### config.mk
export PLATFORM = sky130hd
export DESIGN_NAME = four_switch_debounce_reporter
export DESIGN_NICKNAME = d
export VERILOG_FILES = /design/src/fsdr_pkg.sv /design/src/fsdr_core.sv /design/src/fsdr_out_queue.sv /design/src/four_switch_debounce_reporter.sv
export SDC_FILE = /design/constraint.sdc
export NUM_CORES = 1
export LEC_CHECK = 0
export ABC_AREA = 1
export BUFFER_PORTS_ARGS = -buffer_cell sky130_fd_sc_hd__buf_2
export CAP_MARGIN = 20
export CELL_PAD_IN_SITES_DETAIL_PLACEMENT = 1
export CELL_PAD_IN_SITES_GLOBAL_PLACEMENT = 2
export CORE_ASPECT_RATIO = 0.9
export CORE_MARGIN = 5
export CORE_UTILIZATION = 30
export CTS_CLUSTER_DIAMETER = 50
export DETAILED_ROUTE_END_ITERATION = 6
export GPL_ROUTABILITY_DRIVEN = 1
export PLACE_DENSITY_LB_ADDON = 0.3
export SLEW_MARGIN = 10
export SYNTH_ARGS = -nofsm -noshare
export SYNTH_HDL_FRONTEND = slang
export SYNTH_SLANG_ARGS = --single-unit
### constraint.sdc
create_clock -name i_clk -period 2.5 [get_ports i_clk]
set_input_delay 0.75 -clock i_clk [delete_from_list [all_inputs] [get_ports i_clk]]
set_output_delay 0.75 -clock i_clk [all_outputs]
set_load 0.005 [all_outputs]
### src/fsdr_pkg.sv
// Shared types and constants for the four-switch debounce reporter.
// No dependencies; imported by fsdr_core, fsdr_out_queue and the top level.
package fsdr_pkg;

    // Switches carried by the level and report fields
    localparam int FIELD_SW = 4;
    // Settle counter and debounce time width
    localparam int CNT_W = 7;
    localparam logic [CNT_W-1:0] DEBOUNCE_RESET = 7'd7;
    localparam logic [CNT_W-1:0] COUNT_ONE = 7'd1;

    // Item function codes
    localparam logic FUNC_POLL = 1'b0;
    localparam logic FUNC_TICK = 1'b1;

    // Reports produced by one tick, one slot per switch
    typedef struct packed {
        logic [FIELD_SW-1:0]               mask;
        logic [FIELD_SW-1:0][FIELD_SW-1:0] reports;
    } t_batch;

endpackage

### src/fsdr_core.sv
// Switch state and settle counters; computes the state update and report batch
// for one accepted beat. Depends on fsdr_pkg.
module fsdr_core import fsdr_pkg::*; #(
    parameter int NUM_SWITCHES = 4
) (
    input  logic                i_clk,
    input  logic                i_rst_n,
    input  logic                i_load,
    input  logic                i_func,
    input  logic [FIELD_SW-1:0] i_switch_levels,
    input  logic [CNT_W-1:0]    i_debounce_time,
    output t_batch              o_batch
);

    localparam int P_ACT = (NUM_SWITCHES > FIELD_SW) ? FIELD_SW : NUM_SWITCHES;

    logic [P_ACT-1:0]            r_state;
    logic [P_ACT-1:0]            n_state;
    logic [P_ACT-1:0][CNT_W-1:0] r_count;
    logic [P_ACT-1:0][CNT_W-1:0] n_count;

    // Per-switch update: poll arms idle counters, tick counts down or cancels
    always_comb begin
        n_state = r_state;
        n_count = r_count;
        o_batch = '0;
        for (int i = 0; i < P_ACT; i++) begin
            if (i_func == FUNC_POLL) begin
                if (r_count[i] == '0 && r_state[i] != i_switch_levels[i]) begin
                    n_state[i] = i_switch_levels[i];
                    n_count[i] = i_debounce_time;
                end
            end else if (r_count[i] != '0) begin
                if (r_state[i] == i_switch_levels[i]) begin
                    n_count[i] = r_count[i] - COUNT_ONE;
                    o_batch.mask[i] = (r_count[i] == COUNT_ONE);
                end else begin
                    n_state[i] = i_switch_levels[i];
                    n_count[i] = '0;
                end
            end
        end
        // Report for switch i sees updates of switches 0..i only
        for (int i = 0; i < P_ACT; i++) begin
            for (int j = 0; j < P_ACT; j++) begin
                o_batch.reports[i][j] = (j <= i) ? ~n_state[j] : ~r_state[j];
            end
        end
    end

    always_ff @(posedge i_clk) begin
        if (!i_rst_n) begin
            r_state <= '1;
            r_count <= '0;
        end else if (i_load) begin
            r_state <= n_state;
            r_count <= n_count;
        end
    end

endmodule

### src/fsdr_out_queue.sv
// Holds the report batch of one tick and drains it into the output register,
// one beat per cycle unless the receiver stalls. Depends on fsdr_pkg.
module fsdr_out_queue import fsdr_pkg::*; (
    input  logic                i_clk,
    input  logic                i_rst_n,
    input  logic                i_load,
    input  t_batch              i_batch,
    input  logic                i_out_ready,
    output logic                o_load_ok,
    output logic                o_valid,
    output logic [FIELD_SW-1:0] o_report_byte,
    output logic                o_last_report
);

    localparam int IDX_W = $clog2(FIELD_SW);

    logic [FIELD_SW-1:0]               r_mask;
    logic [FIELD_SW-1:0][FIELD_SW-1:0] r_reps;
    logic                              r_valid;
    logic [FIELD_SW-1:0]               r_report;
    logic                              r_last;

    logic [IDX_W-1:0]    w_idx;
    logic [FIELD_SW-1:0] w_rest;
    logic [FIELD_SW-1:0] n_mask;
    logic                w_take;

    // Pick the lowest pending report; move it when the output slot frees up
    always_comb begin
        w_idx = '0;
        for (int i = FIELD_SW - 1; i >= 0; i--) begin
            if (r_mask[i]) begin
                w_idx = IDX_W'(i);
            end
        end
        w_rest        = r_mask;
        w_rest[w_idx] = 1'b0;
        w_take        = (r_mask != '0) && (!r_valid || i_out_ready);
        n_mask        = w_take ? w_rest : r_mask;
        o_load_ok     = (n_mask == '0);
    end

    // Pending mask and output beat
    always_ff @(posedge i_clk) begin
        if (!i_rst_n) begin
            r_mask  <= '0;
            r_valid <= 1'b0;
        end else begin
            r_mask <= i_load ? i_batch.mask : n_mask;
            if (w_take) begin
                r_valid <= 1'b1;
            end else if (i_out_ready) begin
                r_valid <= 1'b0;
            end
        end
    end

    // Payload, no reset
    always_ff @(posedge i_clk) begin
        if (i_load) begin
            r_reps <= i_batch.reports;
        end
        if (w_take) begin
            r_report <= r_reps[w_idx];
            r_last   <= (w_rest == '0);
        end
    end

    assign o_valid       = r_valid;
    assign o_report_byte = r_report;
    assign o_last_report = r_last;

endmodule

### src/four_switch_debounce_reporter.sv
// Top level of the four-switch debounce reporter: config register and glue.
// Depends on fsdr_pkg, fsdr_core and fsdr_out_queue.
//
// Input channel (i_valid/o_ready) carries poll beats (i_func = 0) and tick
// beats (i_func = 1) with the four switch levels. Output channel
// (o_valid/i_ready) carries reports: the inverted switch states and a flag on
// the last report of a tick. i_cfg_we writes the 7-bit debounce time at once.
// A tick's first report passes through the pending mask and then the output
// register; further reports of that tick follow one per cycle while i_ready
// is high. Throughput: one beat per cycle when a tick yields at most one
// report and i_ready is high; a tick with several reports holds o_ready low
// while its batch drains into the output register. Polls add no reports.
// Reset clears the counters, sets all switch states to released and the
// debounce time to 7; no report is pending afterwards.
// When the receiver stalls, the current report holds on the output; polls and
// ticks without reports keep flowing, and o_ready drops as soon as a tick's
// reports are queued behind the held beat.
module four_switch_debounce_reporter import fsdr_pkg::*; #(
    parameter int NUM_SWITCHES = 4
) (
    input  logic                i_clk,
    input  logic                i_rst_n,
    input  logic                i_valid,
    output logic                o_ready,
    input  logic                i_func,
    input  logic [FIELD_SW-1:0] i_switch_levels,
    output logic                o_valid,
    input  logic                i_ready,
    output logic [FIELD_SW-1:0] o_report_byte,
    output logic                o_last_report,
    input  logic                i_cfg_we,
    input  logic [CNT_W-1:0]    i_cfg_wdata
);

    logic [CNT_W-1:0] r_debounce_time;
    logic             w_accept;
    logic             w_load_ok;
    t_batch           w_batch;

    // Debounce time register
    always_ff @(posedge i_clk) begin
        if (!i_rst_n) begin
            r_debounce_time <= DEBOUNCE_RESET;
        end else if (i_cfg_we) begin
            r_debounce_time <= i_cfg_wdata;
        end
    end

    assign o_ready  = w_load_ok;
    assign w_accept = i_valid && w_load_ok;

    fsdr_core #(
        .NUM_SWITCHES (NUM_SWITCHES)
    ) u_core (
        .i_clk           (i_clk),
        .i_rst_n         (i_rst_n),
        .i_load          (w_accept),
        .i_func          (i_func),
        .i_switch_levels (i_switch_levels),
        .i_debounce_time (r_debounce_time),
        .o_batch         (w_batch)
    );

    fsdr_out_queue u_queue (
        .i_clk         (i_clk),
        .i_rst_n       (i_rst_n),
        .i_load        (w_accept),
        .i_batch       (w_batch),
        .i_out_ready   (i_ready),
        .o_load_ok     (w_load_ok),
        .o_valid       (o_valid),
        .o_report_byte (o_report_byte),
        .o_last_report (o_last_report)
    );

endmodule

Yosys cells after proc, flatten, opt, wreduce, memory -nomap -nowiden
Cells that the tools add are included.
{"block": "classes", "mux": 56, "magnitude_cmp": 2, "n_eq_ne": 16, "n_addsub": 4, "bitwise": 9, "reduce_logical": 29}
{"cell": "two-way mux 7 bit", "n": 16}
{"cell": "two-way mux 1 bit", "n": 31}
{"cell": "== test 7 x 1 -> 1 bit (second input constant)", "n": 4}
{"cell": "logical NOT 7 bit", "n": 4}
{"cell": "nonzero test 7 bit", "n": 4}
{"cell": "subtractor 7 x 1 -> 7 bit (second input constant)", "n": 4}
{"cell": "two-way mux 4 bit", "n": 3}
{"cell": "AND reduction 3 bit", "n": 4}
{"cell": "nonzero test 2 bit", "n": 5}
{"cell": "binary-select mux 4 bit (select 2 bit)", "n": 1}
{"cell": "logical NOT 4 bit", "n": 2}
{"cell": "two-way mux 2 bit", "n": 4}
{"cell": "!= test 2 x 1 -> 1 bit (second input constant)", "n": 4}
{"cell": "logical AND 1 bit", "n": 7}
{"cell": "inverter 1 bit", "n": 7}
{"cell": "AND 4 bit", "n": 1}
{"cell": "== test 1 bit", "n": 4}
{"cell": "!= test 1 bit", "n": 4}
{"cell": "inverter 4 bit", "n": 1}
{"cell": "nonzero test 4 bit", "n": 1}
{"cell": "< comparator 2 x 3 -> 1 bit (second input constant)", "n": 1}
{"cell": "demux 1 bit (select 2 bit)", "n": 1}
{"cell": "greater-or-equal comparator 2 x 1 -> 1 bit (second input constant)", "n": 1}
{"cell": "logical NOT 1 bit", "n": 1}
{"cell": "logical OR 1 bit", "n": 1}
{"block": "totals", "out_inout_bits": 7, "register_bits": 65}

Depth between registers and ports, before layout
{"block": "depth", "depth_word": 14, "depth_mapped": 10, "depth_no_buf": 10}

By module
Synthesis repeated with hierarchy kept, for this count alone.
{"block": "hier_totals", "hier_cells": 636, "area_unflattened_um2": 4159.0}
{"mod": "fsdr_core", "cells_each": 486, "area_each_um2": 2746.4, "seq_area_each_um2": 640.6, "n_inst": 1}
{"mod": "fsdr_out_queue", "cells_each": 110, "area_each_um2": 1129.8, "seq_area_each_um2": 730.7, "n_inst": 1}
{"mod": "four_switch_debounce_reporter", "cells_each": 40, "area_each_um2": 282.8, "seq_area_each_um2": 140.1, "n_inst": 1}

Worst setup path before layout
OpenSTA, ideal clock, no wires.
{"block": "synth_path", "path_type": "input port to output port", "from": "input port i_ready", "to": "output port o_ready", "required_ns": 1.750, "t_arrival_ns": 1.454, "stages": 7, "path_slack_ns": 0.296, "n_path_buf": 1, "path_cell_list": "inv_2 -> nand2_1 -> nand3_1 -> nand2_2 -> nand2_4 -> nor2_8 -> buf_8"}
{"block": "synth_between", "elab_chain_cells": 4}
{"item": "start, declared", "line_no": "four_switch_debounce_reporter.sv:28", "source": "input logic i_ready,"}
{"item": "logical OR 1 bit", "line_no": "fsdr_out_queue.sv:38", "source": "w_take = (r_mask != '0) && (!r_valid || i_out_ready);"}
{"item": "logical AND 1 bit", "line_no": "fsdr_out_queue.sv:38"}
{"item": "two-way mux 4 bit", "line_no": "fsdr_out_queue.sv:39", "source": "n_mask = w_take ? w_rest : r_mask;"}
{"item": "logical NOT 4 bit", "line_no": "fsdr_out_queue.sv:40", "source": "o_load_ok = (n_mask == '0);"}
{"item": "end, declared", "line_no": "four_switch_debounce_reporter.sv:24", "source": "output logic o_ready,"}
No other way between the ends.

Worst setup path after layout
Ends and elaborated chain as after synthesis.

==> results_dict.tcl <==
set metrics [dict create \
    status "complete, no violations" \
    synth.area.mux_share_pct 0.942 \
    worstHoldPathCells 2 \
    initial_core_util_pct 30.4 \
    critPathMaxStageDelay_ns 0.12 \
    place_hpwl_mm 7.15 \
    synthArstFlopShare_pct 0 \
    final_hold_viol_count 0 \
    io_pins 24 \
    firstDrtPassIters 4 \
    synth_nets 541 \
    dp.cells 682 \
    grt_pass1_vias 3259 \
    worst_pin_slew_ns 0.420 \
    grt_use_met1_pct 18.2 \
    power.density_mw_per_mm2 862 \
    peakVddDrop_v 0.000316 \
    ys_seq_elements 56 \
    antenna_found_initial 0 \
    yosys_warnings 0 \
    period_share_pct 90.3 \
    r2r_end "u_core.r_count[4]$_SDFFE_PN0P_" \
    busiest_layer "met2" \
    avgSynthCellArea_um2 6.74 \
    path_clk_slew_ns 0.08 \
    p_leak_nw 1.95 \
    clkSinkCount 56 \
    synth_simple_gate_area_share_pct 40.1 \
    synth_compound_area_share_pct 5.65 \
    grt_overflow 0 \
    hold_buffers 0 \
    synth_adder_area_share_pct 4.35 \
    endpoint "o_ready" \
    portBuffers 23 \
    place_congestion 0.774 \
    synth_top_area_share_pct 25.5 \
    rsz0062_at_grt "no" \
    core_mm2 0.0113 \
    hold_class "reg2reg" \
    vias 3147 \
    final_net_count 562 \
    yosysTopAreaCell "dfxtp_1" \
    critPathLaunch "i_ready" \
    critPathMaxFanout 3 \
    antenna_cells 0 \
    clockRootBuffer "clkbuf_16" \
    final_cells 690 \
    crit_required_ns 1.75 \
    maxCapViolCount 0 \
    finalSetupViolations 0 \
    wl_mm 9.18 \
    rows 37 \
    r2r-start "u_queue.r_mask[2]$_SDFF_PN0_" \
    synth_top_family_by_area "simple AND/OR/NAND/NOR gates" \
    whs_ns 0.466 \
    crit_top_cell "buf_2" \
    wl_per_cell_um 13.3 \
    cts_resized 0 \
    h-tree-depth 2 \
    drt-initial-drc-count 93 \
    synth_cell_types 28 \
    max_freq_mhz 443 \
    grt_pass1_wl_mm 15.4 \
    dieArea_mm2 0.0138 \
    nFillCells 1459 \
    die_x_um 123 \
    criticalPathCategory "in2out" \
    grt_max_degree 22 \
    insertion_delay_ns 0.31 \
    use_met2_pct 23.5 \
    drt-vias-per-instance 4.56 \
    crit_chain "buf_2, inv_2, nand2_1, nand3_1, nand2_2, nand2_4, nor2_8, buf_2" \
    synth_top_cells_by_count "138 x nand2_1, 90 x nor2_1, 67 x inv_1" \
    cts_buffers 5 \
    clk_path_buf_depth 2 \
    reg2reg_depth 10 \
    drtAntennaViolNets 0 \
    cp.arrival_ns 1.51 \
    ys_seq_area_share_pct 35.9 \
    drive_gt1_share_pct 11.4 \
    post_cts_buffers 0 \
    crit_slowest_cell "nor2_8" \
    synth_edf_count 12 \
    min_period_ns 2.26 \
    synth_flop_cell "dfxtp_1" \
    finClkSkew_ns 0.00834 \
    relSlewSlack_pct 71.9 \
    yosysMostFrequentCell "nand2_1" \
    synth.area.top_cells "dfxtp_1 26%, nand2_1 15%, edfxtp_1 10%, nor2_1 9.8%, inv_1 7.3%" \
    cts_tree "built" \
    syn2layout_area_growth_pct 12.1 \
    start_kind "input pin" \
    tns_ns 0 \
    die_height_um 112 \
    synth_xor_area_share_pct 3.30 \
    drc 0 \
    syn_inst 512 \
    use_met3_pct 2.59 \
    grt.total_usage_pct 14.0 \
    r2r_slack_ns 0.74 \
    synth.cell_area_mm2 0.00345 \
    finalMaxSlewViolations 0 \
    endpoint_kind "output port" \
]
where the power goes:
part	total [W]	switching (W)	internal (W)
clock	0.000759	0.000377	0.000382
sequential	0.00121	0.000114	0.00110
combinational	0.00137	0.000878	0.000489
cell usage in the layout, fill, tap and decap left out, types with 7 or more instances in the layout:
| cell | instances |
|---|---|
| edfxtp_1 | 12 |
| a21oi_1 | 9 |
| nand4_1 | 18 |
| ha_1 | 12 |
| nand3_1 | 23 |
| nor3_1 | 8 |
| buf_2 | 23 |
| nor2_2 | 8 |
| xor2_1 | 9 |
| inv_1 | 67 |
| nand2_1 | 138 |
| o21ai_1 | 9 |
| o21ai_0 | 21 |
| dfxtp_1 | 44 |
| nand3b_1 | 7 |
| nor2_1 | 90 |
worst min path at each step:
| stage | start | to | slack, ns |
|---|---|---|---|
| finish | r_debounce_time[2]$_SDFFE_PN1P_ | r_debounce_time[2]$_SDFFE_PN1P_ | 0.47 |
| global route | r_debounce_time[2]$_SDFFE_PN1P_ | r_debounce_time[2]$_SDFFE_PN1P_ | 0.50 |
| CTS | r_debounce_time[0]$_SDFFE_PN1P_ | r_debounce_time[0]$_SDFFE_PN1P_ | 0.47 |
| detailed placement | r_debounce_time[0]$_SDFFE_PN1P_ | r_debounce_time[0]$_SDFFE_PN1P_ | 0.45 |
| global placement | r_debounce_time[0]$_SDFFE_PN1P_ | r_debounce_time[0]$_SDFFE_PN1P_ | 0.44 |
| floorplan | r_debounce_time[0]$_SDFFE_PN1P_ | r_debounce_time[0]$_SDFFE_PN1P_ | 0.43 |
sequential cells by signal, indices dropped and copies added, names as in the netlist:
name	flops
u_queue.r_mask	4
u_queue.o_valid	1
u_queue.o_report_byte	4
u_core.r_state	4
r_debounce_time	7
u_core.r_count	28
u_queue.o_last_report	1
u_queue.r_reps	7
worst max-delay path, delay by kind of cell:
kind / cells / cell delay, ns
buffers and inverters: 3 / 0.25
and+or+nand+nor: 5 / 0.51
cell type report:
type                       instances  area (um^2)  area share (%)
clock buffer                       5          125            3.23
clock inverter                     3         26.3           0.679
timing repair buffer              27          145            3.75
multi-input combinational        373         1880            48.5
sequential                        56         1240            32.1
tap                              156          195            5.04
inverter                          70          263            6.79
per-layer routing:
layer	vias to the layer above	share of wire (%)
li1	1641	-
met1	1464	50
met2	32	45
met3	10	3.3
met4	0	1.6
met5	-	0
cells by family (layout without fill, tap and decap cells):
family / Yosys count / after routing
AND/OR/NAND/NOR: 306 / 306
flip-flops: 56 / 56
multiplexers: 3 / 3
adder cells (fa/ha/maj): 12 / 12
XOR/XNOR: 13 / 13
AO/OA/AOI/OAI: 39 / 39
buffers and inverters: 83 / 105
stage by stage:
| stage | util [%] | cell area, um^2 | setup slack, ns | total power [W] |
|---|---|---|---|---|
| 6_report | 34.1 | 3870 | 0.244 | 0.00334 |
| 5_1_grt | 34.1 | 3870 | 0.149 | 0.00365 |
| 4_1_cts | 34.1 | 3870 | 0.219 | 0.00340 |
| 3_3_place_gp | 32.8 | 3720 | 0.240 | 0.00257 |
| 2_1_floorplan | - | 3450 | 0.296 | 0.00231 |
| 3_5_place_dp | 32.8 | 3720 | 0.221 | 0.00262 |
Power figures use the tool's default switching activity.
